===== config.mk =====
export PLATFORM = sky130hd
export DESIGN_NAME = tce_front
export DESIGN_NICKNAME = d
export VERILOG_FILES = /design/src/rtl/tce_pkg.sv /design/src/rtl/tce_front.sv
export SDC_FILE = /design/constraint.sdc
export NUM_CORES = 1
export LEC_CHECK = 0
export BUFFER_PORTS_ARGS = -buffer_cell sky130_fd_sc_hd__buf_4
export CORE_MARGIN = 2
export CORE_UTILIZATION = 36
export DETAILED_ROUTE_END_ITERATION = 6
export PLACE_DENSITY_LB_ADDON = 0.2
export SLEW_MARGIN = 0
export SYNTH_ARGS = -nofsm -noshare
export SYNTH_HDL_FRONTEND = slang
export SYNTH_SLANG_ARGS = --single-unit

===== constraint.sdc =====
create_clock -name vclk -period 6.2
set_input_delay 1.24 -clock vclk [all_inputs]
set_output_delay 1.24 -clock vclk [all_outputs]
set_load 0.005 [all_outputs]

===== src/rtl/tce_pkg.sv =====
// Shared types and constants of the text console engine.
package tce_pkg;

    // Command codes on the input cmd field
    typedef enum logic [1:0] {
        CMD_PUT_CHAR   = 2'd0,
        CMD_SET_CURSOR = 2'd1,
        CMD_CLEAR      = 2'd2,
        CMD_READ_CELL  = 2'd3
    } t_cmd;

    // Operations after classification by the front end
    typedef enum logic [2:0] {
        OP_PUT,
        OP_NEWLINE,
        OP_IGNORE,
        OP_SET_CURSOR,
        OP_CLEAR,
        OP_READ
    } t_op;

    // Back end sequencer states
    typedef enum logic [2:0] {
        ST_INIT,
        ST_IDLE,
        ST_READ,
        ST_CLEAR,
        ST_SCROLL,
        ST_FILL
    } t_state;

    localparam logic [7:0] NEWLINE_CODE    = 8'h0A;
    localparam logic [7:0] FIRST_PRINTABLE = 8'h20;
    localparam logic [7:0] LAST_PRINTABLE  = 8'h7E;
    localparam logic [7:0] BLANK_CHAR      = 8'h20;
    localparam logic [7:0] RESET_ATTR      = 8'h0F;

    // Field widths fixed by the port list and the largest screen
    localparam int CELL_W  = 16;
    localparam int IDX_W   = 11;
    localparam int POS_W   = 11;
    localparam int COL_W   = 7;
    localparam int ROW_W   = 6;
    localparam int LIN_W   = 13;

    localparam int QUEUE_DEPTH = 2;

    // One classified command as it waits in the queue
    typedef struct packed {
        t_op               op;
        logic [CELL_W-1:0] glyph;
        logic [LIN_W-1:0]  lin;
        logic [COL_W-1:0]  col;
        logic [ROW_W-1:0]  row;
        logic [IDX_W-1:0]  idx;
        logic              idx_ok;
    } t_entry;

endpackage


===== src/rtl/tce_front.sv =====
// Front end: decodes a command beat, clamps the cursor request and checks the read index.
module tce_front #(
    parameter int ROWS    = 25,
    parameter int COLUMNS = 80
) (
    input  logic [1:0]          i_cmd,
    input  logic [7:0]          i_char_code,
    input  logic [7:0]          i_color,
    input  logic signed [7:0]   i_col_x,
    input  logic signed [7:0]   i_row_y,
    input  logic [10:0]         i_cell_index,
    output tce_pkg::t_entry     o_entry
);

    localparam int CELLS = ROWS * COLUMNS;

    logic [tce_pkg::COL_W-1:0] x_cl;
    logic [tce_pkg::ROW_W-1:0] y_cl;

    // Clamp the requested column and row to the screen
    always_comb begin
        priority if (i_col_x[7]) begin
            x_cl = '0;
        end else if ({1'b0, i_col_x} >= 9'(COLUMNS)) begin
            x_cl = tce_pkg::COL_W'(COLUMNS - 1);
        end else begin
            x_cl = tce_pkg::COL_W'(i_col_x);
        end
        priority if (i_row_y[7]) begin
            y_cl = '0;
        end else if ({1'b0, i_row_y} >= 9'(ROWS)) begin
            y_cl = tce_pkg::ROW_W'(ROWS - 1);
        end else begin
            y_cl = tce_pkg::ROW_W'(i_row_y);
        end
    end

    // Classify the command
    always_comb begin
        o_entry.glyph  = {i_color, i_char_code};
        o_entry.col    = x_cl;
        o_entry.row    = y_cl;
        o_entry.lin    = tce_pkg::LIN_W'(tce_pkg::LIN_W'(y_cl) * tce_pkg::LIN_W'(COLUMNS)
                         + tce_pkg::LIN_W'(x_cl));
        o_entry.idx    = i_cell_index;
        o_entry.idx_ok = (32'(i_cell_index) < 32'(CELLS));
        unique case (tce_pkg::t_cmd'(i_cmd))
            tce_pkg::CMD_PUT_CHAR: begin
                priority if (i_char_code == tce_pkg::NEWLINE_CODE) begin
                    o_entry.op = tce_pkg::OP_NEWLINE;
                end else if (i_char_code >= tce_pkg::FIRST_PRINTABLE &&
                             i_char_code <= tce_pkg::LAST_PRINTABLE) begin
                    o_entry.op = tce_pkg::OP_PUT;
                end else begin
                    o_entry.op = tce_pkg::OP_IGNORE;
                end
            end
            tce_pkg::CMD_SET_CURSOR: o_entry.op = tce_pkg::OP_SET_CURSOR;
            tce_pkg::CMD_CLEAR:      o_entry.op = tce_pkg::OP_CLEAR;
            tce_pkg::CMD_READ_CELL:  o_entry.op = tce_pkg::OP_READ;
            default:                 o_entry.op = tce_pkg::OP_IGNORE;
        endcase
    end

endmodule


==> results_dict.tcl <==
set metrics [dict create \
    setup_tns_ns 0 \
    grt_pass1_wl_um 2967 \
    slew_viol_final 0 \
    seq_cell_count 0 \
    setup_slack_ns 1.099 \
    end_kind "output port" \
    synth.distinct_cells 30 \
    place_ws_ns 1.074 \
    grt-ovfl-total 0 \
    start_util 0.3722 \
    p_leak_nw 0.6571 \
    hold_violations 0 \
    port-buffer-count 77 \
    register_area_um2 0 \
    grt_max_degree 8 \
    path_max_fanout 4 \
    crit_type "primary input to output port" \
    holdWs_ns 2.480 \
    die_w_um 51.13 \
    synth-seq-area-share 0 \
    rsz0062_at_grt "no" \
    synth.top_cells.by_area "buf_4 (30%), ha_1 (16%), nor2_1 (7.0%)" \
    wire_per_inst_um 11.22 \
    cp.arrival_ns 3.86 \
    final_common_cell "buf_4" \
    status "complete, no violations" \
    grt_usage 0.1364 \
    irDropWorstVdd_uv 26.92 \
    syn_inst 109 \
    fp.dieH_um 51.13 \
    route.detailed.drc 0 \
    finalSetupViolations 0 \
    worst_ep_required_time_ns 4.96 \
    hp-class "primary input to output port" \
    slew_headroom 0.6533 \
    row_count 17 \
    wirelength_um 2042 \
    grt_pass1_vias 750 \
    gp_congestion 0.8097 \
    total_power_w 0.00007512 \
    fmax_mhz 196.0 \
    postCtsHoldBufs 0 \
    period_share 0.8228 \
    cap_violations 0 \
    drive_gt1_frac 0.5390 \
    min_period_ns 5.101 \
    postCtsSetupBuffers 0 \
    vias 856 \
    avgSynthCellArea_um2 7.335 \
    clockBufferCount 0 \
    final_cell_mix "buf_4 (77), nor2_1 (15), ha_1 (10), a21oi_1 (6), xor2_1 (5)" \
    synth_top_cell_area_share 0.3005 \
    dp_hpwl_um 1896 \
    synth_area_um2 799.5 \
    die-area_um2 2614 \
    diodes 0 \
    core_um2 2148 \
    drt_first_pass_iters 1 \
    power_per_cell_area_nw_per_um2 64.08 \
    final_antenna_net_count 0 \
    yosysWarnings 0 \
    nNetsFinal 213 \
    worst_pin_slew_ns 0.5189 \
    ios 102 \
    yosysTopAreaCell "buf_4" \
    viasPerCell 4.703 \
    ctsResizeCount 0 \
    antenna_found_initial 0 \
    first_iter_violations 0 \
    cp-start-kind "primary input" \
    area_delta_synth_final_pct 46.63 \
]
area by class of cell:
class              instances  area [um^2]
well taps                 28        35.03
repair buffers            77        578.1
fillers                  214        975.9
multi-input cells         73        544.3
inverters                  4        15.01
metal layers:
| layer | global-route usage | vias up | part of all wire |
|---|---|---|---|
| li1 | - | 430 | - |
| met1 | 0.1570 | 370 | 0.36 |
| met2 | 0.2662 | 56 | 0.51 |
| met3 | 0.03216 | 0 | 0.13 |
| met4 | 0 | 0 | 0 |
| met5 | 0 | - | 0 |
per-stage QoR:
step / util / area (um^2) / cells
floorplan: - / 803.3 / 110
global placement: 0.5457 / 1172 / 182
detailed placement: 0.5457 / 1172 / 182
CTS: 0.5457 / 1172 / 182
global route: 0.5457 / 1172 / 182
finish: 0.5457 / 1172 / 182
critical path: stages:
cell	delay, ns
buf_4	0.12
o311a_1	0.37
nor4_4	0.18
and2_2	0.25
ha_1	0.25
ha_1	0.23
fa_1	0.40
xor2_1	0.24
nand3_1	0.12
nor4_2	0.18
xnor2_1	0.15
buf_4	0.13
cell usage after synthesis, types with 2 or more instances:
master,instances
xnor2_1,3
inv_1,4
nor2_1,15
xor2_1,5
nand4_1,2
and3_1,2
nor3b_1,2
nand3_1,4
nor2b_1,2
and2_2,2
ha_1,10
fa_1,2
nor3_1,3
a21oi_1,6
buf_4,32
report_power, final:
part / leakage, nW / total (W) / switching, W / internal [W]
clock network: 0 / 0 / 0 / 0
registers: 0 / 0 / 0 / 0
logic: 0.657 / 0.0000751 / 0.0000307 / 0.0000444
total: 0.657 / 0.0000751 / 0.0000307 / 0.0000444
path summary, 6_finish.rpt:
path / startpoint / to / slack (ns) / cells after the start
worst min-delay path: i_color[0] / o_entry[46] / 2.48 / 0
worst max-delay path: i_row_y[2] / o_entry[36] / 1.10 / 12
cells by family (layout without fill, tap and decap cells):
kind of cell	count (synthesis)	in the layout	share of synthesized area
simple gates	39	39	0.2817
buf+inv	37	81	0.3239
fa+ha+maj	12	12	0.2066
compound gates	12	12	0.09547
xor+xnor	8	8	0.08764
other cells	1	2	0.004690
Note: power is estimated with default switching activity, not from simulation.
