<file path="config.mk">
export PLATFORM = sky130hd
export DESIGN_NAME = tce_queue
export DESIGN_NICKNAME = d
export VERILOG_FILES = /design/src/rtl/tce_pkg.sv /design/src/rtl/tce_queue.sv
export SDC_FILE = /design/constraint.sdc
export NUM_CORES = 1
export LEC_CHECK = 0
export BUFFER_PORTS_ARGS = -buffer_cell sky130_fd_sc_hd__clkbuf_2
export CORE_AREA = 2 2 103 105
export DETAILED_ROUTE_END_ITERATION = 12
export DIE_AREA = 0 0 105 107
export HOLD_SLACK_MARGIN = 0.08
export MAX_ROUTING_LAYER = met4
export PLACE_DENSITY = 0.67
export SLEW_MARGIN = 10
export SYNTH_ARGS = -nofsm -noshare
export SYNTH_HDL_FRONTEND = slang
export SYNTH_SLANG_ARGS = --single-unit
</file>
<file path="constraint.sdc">
create_clock -name i_clk -period 11.7 [get_ports i_clk]
set_input_delay 2.34 -clock i_clk [delete_from_list [all_inputs] [get_ports i_clk]]
set_output_delay 2.34 -clock i_clk [all_outputs]
set_load 0.05 [all_outputs]
</file>
<file path="src/rtl/tce_pkg.sv">
// Shared types and constants of the text console engine.
package tce_pkg;

    // Command codes on the input cmd field
    typedef enum logic [1:0] {
        CMD_PUT_CHAR   = 2'd0,
        CMD_SET_CURSOR = 2'd1,
        CMD_CLEAR      = 2'd2,
        CMD_READ_CELL  = 2'd3
    } t_cmd;

    // Operations after classification by the front end
    typedef enum logic [2:0] {
        OP_PUT,
        OP_NEWLINE,
        OP_IGNORE,
        OP_SET_CURSOR,
        OP_CLEAR,
        OP_READ
    } t_op;

    // Back end sequencer states
    typedef enum logic [2:0] {
        ST_INIT,
        ST_IDLE,
        ST_READ,
        ST_CLEAR,
        ST_SCROLL,
        ST_FILL
    } t_state;

    localparam logic [7:0] NEWLINE_CODE    = 8'h0A;
    localparam logic [7:0] FIRST_PRINTABLE = 8'h20;
    localparam logic [7:0] LAST_PRINTABLE  = 8'h7E;
    localparam logic [7:0] BLANK_CHAR      = 8'h20;
    localparam logic [7:0] RESET_ATTR      = 8'h0F;

    // Field widths fixed by the port list and the largest screen
    localparam int CELL_W  = 16;
    localparam int IDX_W   = 11;
    localparam int POS_W   = 11;
    localparam int COL_W   = 7;
    localparam int ROW_W   = 6;
    localparam int LIN_W   = 13;

    localparam int QUEUE_DEPTH = 2;

    // One classified command as it waits in the queue
    typedef struct packed {
        t_op               op;
        logic [CELL_W-1:0] glyph;
        logic [LIN_W-1:0]  lin;
        logic [COL_W-1:0]  col;
        logic [ROW_W-1:0]  row;
        logic [IDX_W-1:0]  idx;
        logic              idx_ok;
    } t_entry;

endpackage

</file>
<file path="src/rtl/tce_queue.sv">
// Short queue of classified commands between the front and back ends.
module tce_queue (
    input  logic            i_clk,
    input  logic            i_rst_n,
    input  logic            i_push,
    input  tce_pkg::t_entry i_entry,
    input  logic            i_pop,
    output logic            o_full,
    output logic            o_valid,
    output tce_pkg::t_entry o_entry
);

    localparam int PTR_W = (tce_pkg::QUEUE_DEPTH > 1) ? $clog2(tce_pkg::QUEUE_DEPTH) : 1;
    localparam int CNT_W = $clog2(tce_pkg::QUEUE_DEPTH + 1);

    tce_pkg::t_entry r_slot [tce_pkg::QUEUE_DEPTH];
    logic [PTR_W-1:0] r_wptr, n_wptr;
    logic [PTR_W-1:0] r_rptr, n_rptr;
    logic [CNT_W-1:0] r_count, n_count;

    assign o_full  = (r_count == CNT_W'(tce_pkg::QUEUE_DEPTH));
    assign o_valid = (r_count != '0);
    assign o_entry = r_slot[r_rptr];

    // Advance pointers and count
    always_comb begin
        n_wptr  = i_push ? r_wptr + 1'b1 : r_wptr;
        n_rptr  = i_pop  ? r_rptr + 1'b1 : r_rptr;
        n_count = r_count + CNT_W'(i_push) - CNT_W'(i_pop);
    end

    always_ff @(posedge i_clk) begin
        if (!i_rst_n) begin
            r_wptr  <= '0;
            r_rptr  <= '0;
            r_count <= '0;
        end else begin
            r_wptr  <= n_wptr;
            r_rptr  <= n_rptr;
            r_count <= n_count;
        end
    end

    // Hold the beat in its slot
    always_ff @(posedge i_clk) begin
        if (i_push) begin
            r_slot[r_wptr] <= i_entry;
        end
    end

endmodule

</file>
==> results of run 1 <==
==> layout by cell type, fill, tap and decap left out, types with 4 or more instances in the layout <==
cell type   instances
clkbuf_2          119
edfxtp_1          114
mux2_4             30
mux2_2             27
clkbuf_16          16
clkinvlp_4          4
dfxtp_1             4
==> worst max-delay path, cell delays in order, from the launching register on <==
cell and delay (ns):
dfxtp_4 0.97, mux2_2 0.43, clkbuf_2 0.24
==> sequential cells by signal, indices dropped and copies added, names as in the netlist, named ones only <==
signal / cells
r_slot: 114
r_wptr: 1
r_rptr: 1
r_count: 2
==> layer usage <==
layer	GRT usage (%)	wire, um
met4	7.429	51
met3	4.620	430
met2	22.45	3651
met1	15.63	2994
met5	-	0
==> layout make-up <==
type,instances,area (um2)
fillers,834,4302
flip-flops and latches,119,3527
multi-input cells,71,883.3
repair buffers,121,610.6
clock buffers,17,414.1
clock inverters,15,177.7
well taps,136,170.2
inverters,2,7.507
==> metrics by stage <==
stage | power (uW) | std cells | worst slack [ns]
5_1_grt | 1222 | 481 | 7.071
6_report | 1178 | 481 | 7.202
3_5_place_dp | 684.5 | 449 | 7.615
2_1_floorplan | 645.8 | 198 | 6.334
4_1_cts | 1194 | 481 | 7.132
3_3_place_gp | 681.8 | 449 | 7.614
==> power by group <==
part / total [uW] / internal (uW) / switching (uW)
Combinational: 166 / 55.1 / 110
Sequential: 508 / 493 / 15.3
Clock: 504 / 325 / 180
Total: 1180 / 873 / 306
==> path summary, 6_finish.rpt <==
check / depth (start not counted) / slack, ns / from / end
max: 2 / 7.20 / register / o_entry[56]
min reg2reg: 2 / 0.57 / r_rptr$_SDFFE_PN0P_ / register
min: 2 / 0.57 / r_rptr$_SDFFE_PN0P_ / register
max reg2reg: 2 / 9.82 / r_wptr$_SDFFE_PN0P_ / r_slot[1][41]$_DFFE_PP_
==> cell usage after synthesis <==
master / instances
nor2b_1: 4
or2_2: 1
and2_1: 4
xor2_1: 1
ha_1: 2
mux2_4: 30
buf_2: 2
o21a_1: 1
edfxtp_1: 114
xnor3_1: 1
buf_6: 4
dfxtp_1: 5
mux2_2: 27
inv_1: 2
==> cells by family (layout without fill, tap and decap cells) <==
| family | Yosys count | after routing | share of synthesized area [%] |
|---|---|---|---|
| XOR/XNOR | 2 | 2 | 0.7013 |
| adder cells (fa/ha/maj) | 2 | 2 | 0.5609 |
| multiplexers | 57 | 57 | 16.91 |
| AO/OA/AOI/OAI | 1 | 1 | 0.1684 |
| buffers and inverters | 8 | 155 | 1.403 |
| flip-flops | 119 | 119 | 78.99 |
| AND/OR/NAND/NOR | 9 | 9 | 1.262 |
==> run summary, run 1 <==
• 0 — hold buffers post-CTS
• 13.98% — GRT Total Usage
• 0.002295 uW — Static Leakage
• 29.82% — Area Overhead vs Synth
• 22.53 um2 — average footprint of a synthesized cell
• 14.82 um — detailed-route wire length per cell
• 0 — cts repair resizes
• no — unrepaired setup endpoints after global routing
• 2.16 ns — arrival time worst endpoint
• 10,090 um2 — core area
• 0 — Yosys warning total
• 119 — synthesized flop and latch total
• 9.36 ns — endpoint required time on the critical path
• 0 — final count of pins violating max slew
• 61.74% — proportion of layout cells with a drive suffix above 1
• 0.05 ns — clock slew at reported path FFs
• 17 — number of buffers created by CTS
• 0 — antenna cells
• 0.6612 — final RePlAce weighted congestion
• 2,348 — number of global-route vias before repair
• 11,240 um2 — Die ar.
• 0.2223 GHz — FMAX
• reg2reg — class of the worst hold path
• 78.99% — portion of the post-synthesis area used by sequential elements
• 0 — number of antenna violations at the first check in global routing
• register — Critical Path Source Type
• 4585 um — half-perimeter wire length after detailed placement
• 44.20% — initial standard-cell utilization of the core
• 37.37% — Slew Limit Headroom
• 395 — number of nets in the layout
• 37 — std cell rows
• 0.003671 ns — clk_skew
• clkbuf_8 — cell at the root of the clock tree
• 4.593 — average via count per standard cell
• 92 — initial drt markers
• 4 — detailed-router iteration count before antenna repair
• 38.44% — Period Utilization, post-route
• 2 — Clock Path Buffers
• 0 — GR Overflow Total
• 2,209 — routed via count
• 120 — top-level I/O count
• 11,220 um — global-route wire length before repair
• 0.5746 ns — worst hold slack across all endpoints
• 58 — pin count of the biggest net entering global routing
• 0 — Final Hold Fails
• reg2out — Setup CP Type
• 0 — Post-CTS Repair Setup Buffers
• 5791 um2 — final standard cell area without fillers
• 5199 um2 — Placed Instance Area
• edfxtp_1, mux2_4, mux2_2 — most area-consuming cells after synthesis
• 4.498 ns — time the final worst path needs with I/O delays and setup
• 57 — largest driver fanout on the critical path
• 119 — count of port buffers added during placement
• 0 — endpoints failing setup
• 203.5 nW/um2 — Pwr per Cell Area
• primary output — crit path capture type
• 7128 um — Routed WL
• 0 — number of maximum-capacitance violations
• 0.50 ns — worst skew pair latency
• 198 — number of cells produced by synthesis
• 57.38% — Post-Route Utilization
• 0 — drc violations
• 76.75% — post-synth top area share
• 107 um — Die Height
• 119 — total number of clock tree sinks
• yes — clock tree from TritonCTS
• 0 ns — total negative setup slack
• 4461 um2 — Synth Cell Area
• finished clean — status
• 4 — total number of H-tree levels
• edfxtp_1 — cell type with the largest total area after synthesis
• 0 — antenna violation net count after detailed routing
• 261 — Synthesized Nets
• 105 um — horizontal extent of the die
• 14 — Distinct cells, synth
• 0.9395 ns — actual transition at the worst max-transition pin
• 111.8 uV — peak supply drop
No activity file was read; power rests on OpenSTA's default activity.
==> run 2: changes to the inputs <==
--- a/config.mk
+++ b/config.mk
@@ -5,13 +5,14 @@
 export SDC_FILE = /design/constraint.sdc
 export NUM_CORES = 1
 export LEC_CHECK = 0
+export ABC_AREA = 1
 export BUFFER_PORTS_ARGS = -buffer_cell sky130_fd_sc_hd__clkbuf_2
 export CORE_AREA = 2 2 103 105
 export DETAILED_ROUTE_END_ITERATION = 12
 export DIE_AREA = 0 0 105 107
 export HOLD_SLACK_MARGIN = 0.08
 export MAX_ROUTING_LAYER = met4
-export PLACE_DENSITY = 0.67
+export PLACE_DENSITY = 0.7
 export SLEW_MARGIN = 10
 export SYNTH_ARGS = -nofsm -noshare
 export SYNTH_HDL_FRONTEND = slang
==> constraint.sdc (replaced) <==
create_clock -name i_clk -period 3.9 [get_ports i_clk]
set_input_delay 0.78 -clock i_clk [delete_from_list [all_inputs] [get_ports i_clk]]
set_output_delay 0.78 -clock i_clk [all_outputs]
set_load 0.05 [all_outputs]
==> run 2 against run 1 <==
Cell count up 2.5%. Power rose to 2.8 times the previous value. First-iteration DRC count down 24%. Area after synthesis about the same. Non-clock buffer count unchanged. Combinational power rose to 2.6 times the previous value. Flip-flop and latch count unchanged. Clock-buffer cell count unchanged. Via count up 3.2%. Critical path type unchanged. Highest routed layer unchanged.
==> run summary, run 2 <==
• 114 — number of flops mapped to enable cells by yosys, unchanged
• 860.8 um2 — combined area of the multi-input logic cells, was 883.3 um2
• 819 — total of fill cells in the finished design, was 834
• 273 — Synthesized Nets, was 261
• 7060 um — Routed WL, was 7128 um
• 210 — number of cells produced by synthesis, was 198
• 2 — Clock Path Buffers, unchanged
• 13.71% — GRT Total Usage, was 13.98%
• 14.32 um — detailed-route wire length per cell, was 14.82 um
• 4 — detailed-router iteration count before antenna repair, unchanged
• 0 — number of maximum-capacitance violations, unchanged
• r_slot — register with the most flip-flops, unchanged
• 0 — antenna cells, unchanged
• 0.7021 — final RePlAce weighted congestion, was 0.6612
• 119 — total number of clock tree sinks, unchanged
• 0 — drc violations, unchanged
• 76.79% — post-synth top area share, was 76.75%
• edfxtp_1, mux2_4, mux2_2 — most area-consuming cells after synthesis, unchanged
• 0 — Final Hold Fails, unchanged
• 0 — Post-CTS Repair Setup Buffers, unchanged
• 59.66% — proportion of layout cells with a drive suffix above 1, was 61.74%
• r_wptr$_SDFFE_PN0P_ — origin of the critical flop-to-flop path, unchanged
• yes — clock tree from TritonCTS, unchanged
• register — Critical Path Source Type, unchanged
• 10,090 um2 — core area, unchanged
• 0.06 ns — clock slew at reported path FFs, was 0.05 ns
• 3.12 ns — endpoint required time on the critical path, was 9.36 ns
• in2reg — class of the worst hold path, was reg2reg
• 11,240 um2 — Die ar., unchanged
• clkbuf_2, edfxtp_1, mux2_4, mux2_2, clkbuf_16 — commonest cells after routing, fill and taps aside, unchanged
• 0.9432 ns — actual transition at the worst max-transition pin, was 0.9395 ns
• 3 — number of cells on the worst reg-to-reg path, was 2
• 0.50 ns — worst skew pair latency, about the same
• r_slot[1][35]$_DFFE_PP_ — endpoint of the worst register-to-register path, was r_slot[1][41]$_DFFE_PP_
• i_entry[2] — start point of the worst hold path, was r_rptr$_SDFFE_PN0P_
• 0 — Yosys warning total, unchanged
• 11,030 um — global-route wire length before repair, was 11,220 um
• 0 — cts repair resizes, unchanged
• 17 — number of buffers created by CTS, unchanged
• 2,411 — number of global-route vias before repair, was 2,348
• no — unrepaired setup endpoints after global routing, unchanged
• 4.623 — average via count per standard cell, was 4.593
• 119 — synthesized flop and latch total, unchanged
• clkbuf_2 — most frequent standard cell in the layout excluding fill and tap cells, unchanged
• 28.37% — Area Overhead vs Synth, was 29.82%
• 0.3389 GHz — FMAX
• reg2out — Setup CP Type, unchanged
• finished clean — status, unchanged
• 268.8 uV — peak supply drop, was 111.8 uV
• 575.2 nW/um2 — Pwr per Cell Area, was 203.5 nW/um2
• edfxtp_1, mux2_4, mux2_2, nand2_1, nor2_1 — synth cell count leaders, was edfxtp_1, mux2_4, mux2_2, dfxtp_1
• 70 — initial drt markers, was 92
• 114 — Largest register FFs, unchanged
• 37 — std cell rows, unchanged
• 119 — count of port buffers added during placement, unchanged
• 0 — antenna violation net count after detailed routing, unchanged
• edfxtp_1 — cell type with the largest total area after synthesis, unchanged
• edfxtp_1 — dominant register cell in the synthesized netlist, unchanged
• 3527 um2 — footprint of the flip-flops and latches, unchanged
• 1.436 ns — pre-CTS setup slack, was 7.615 ns
• 75.66% — Period Utilization, post-route
• 107 um — Die Height, unchanged
• 2.951 ns — time the final worst path needs with I/O delays and setup
• 0.005602 ns — clk_skew, was 0.003671 ns
• 0 — endpoints failing setup, unchanged
• 0.9494 ns — setup ws final, was 7.202 ns
• 2.17 ns — arrival time worst endpoint, was 2.16 ns
• r_slot[1][2]$_DFFE_PP_ — hold-critical path endpoint
• 2.32 ns — setup slack on the worst flop-to-flop path, was 9.82 ns
• r_slot (114), r_count (2) — Largest regs, unchanged
• primary output — crit path capture type, unchanged
• 58 — pin count of the biggest net entering global routing, unchanged
• 0 — GR Overflow Total, unchanged
• 0% — async set-reset flop share out of synthesis, unchanged
• 57 — largest driver fanout on the critical path, unchanged
• 407 — number of nets in the layout, was 395
• 1 — number of instances on the worst hold path, was 2
• 0.002299 uW — Static Leakage, was 0.002295 uW
• 4 — total number of H-tree levels, unchanged
• 0 — number of antenna violations at the first check in global routing, unchanged
• 0 — hold buffers post-CTS, unchanged
• 12 — Distinct cells, synth, was 14
• clkbuf_8 — cell at the root of the clock tree, unchanged
• 4341 um — half-perimeter wire length after detailed placement, was 4585 um
• 44.17% — initial standard-cell utilization of the core, was 44.20%
• edfxtp_1 — most numerous cell in the Yosys netlist, unchanged
• 105 um — horizontal extent of the die, unchanged
• 0 — final count of pins violating max slew, unchanged
• 21.23 um2 — average footprint of a synthesized cell, was 22.53 um2
• 79.03% — portion of the post-synthesis area used by sequential elements, was 78.99%
• 120 — top-level I/O count, unchanged
• 4458 um2 — Synth Cell Area, was 4461 um2
• 37.12% — Slew Limit Headroom, was 37.37%
• 2,279 — routed via count, was 2,209
• 0 ns — total negative setup slack, unchanged
==> run 2: cell count changes in the layout (fill, tap and decap cells not counted), sizes merged, moves of 2 or more <==
cell / delta
inv: +2
and2: -4
bufinv: -2
nor2: +8
clkinv: +5
nor2b: -4
nand2: +9
==> run 2: logic make-up after synthesis <==
group	count (synthesis)	share of synthesized area [%]
and+or+nand+nor	18	1.544
adders and majority gates	2	0.5612
buffers and inverters	13	1.824
muxes	57	16.92
DFF	119	79.03
AOI/OAI and AO/OA	1	0.1122
==> run 2: layout make-up <==
type	instances	share of cell area, %
Clock buffer	17	7.237
Clock inverter	15	1.990
Inverter	7	0.4591
Multi-Input combinational cell	78	15.04
Sequential cell	119	61.63
Tap cell	136	2.973
Timing Repair Buffer	121	10.67
==> run 2: worst max path at each step <==
stage / slack [ns] / cells past startpoint / to
after floorplan: 0.21 / 2 / r_slot[0][0]$_DFFE_PP_
after global placement: 1.43 / 2 / o_entry[54]
after detailed placement: 1.44 / 2 / o_entry[54]
after CTS: 0.90 / 2 / o_entry[54]
after global routing: 0.84 / 2 / o_entry[54]
final: 0.95 / 2 / o_entry[53]
==> run 2: metal layers <==
metal | vias up | GRT usage [%] | wire (um)
li1 | 1077 | - | -
met1 | 1094 | 14.94 | 2902
met2 | 89 | 21.94 | 3502
met3 | 19 | 4.924 | 463
met4 | 0 | 7.714 | 191
met5 | - | - | 0
==> run 2: power by group <==
part | leakage [uW] | internal, uW | total [uW] | switching, uW
clock network | 0.000258 | 829 | 1340 | 510
logic | 0.000928 | 136 | 434 | 298
registers | 0.00111 | 1480 | 1520 | 37.1
==> run 2: per-stage QoR <==
stage,hold WS (ns),instances,utilization (%),instance area [um2],total power [uW]
2_1_floorplan,0.4635,210,-,4458,1875
3_3_place_gp,0.4786,461,51.48,5195,1975
3_5_place_dp,0.5060,461,51.48,5195,1984
4_1_cts,0.4371,493,56.71,5723,3340
5_1_grt,0.4302,493,56.71,5723,3416
6_report,0.4637,493,56.71,5723,3292
==> run 2: worst max-delay path, cell delays in order (launching register included) <==
cell	delay, ns
dfxtp_4	0.94
mux2_2	0.42
clkbuf_2	0.24
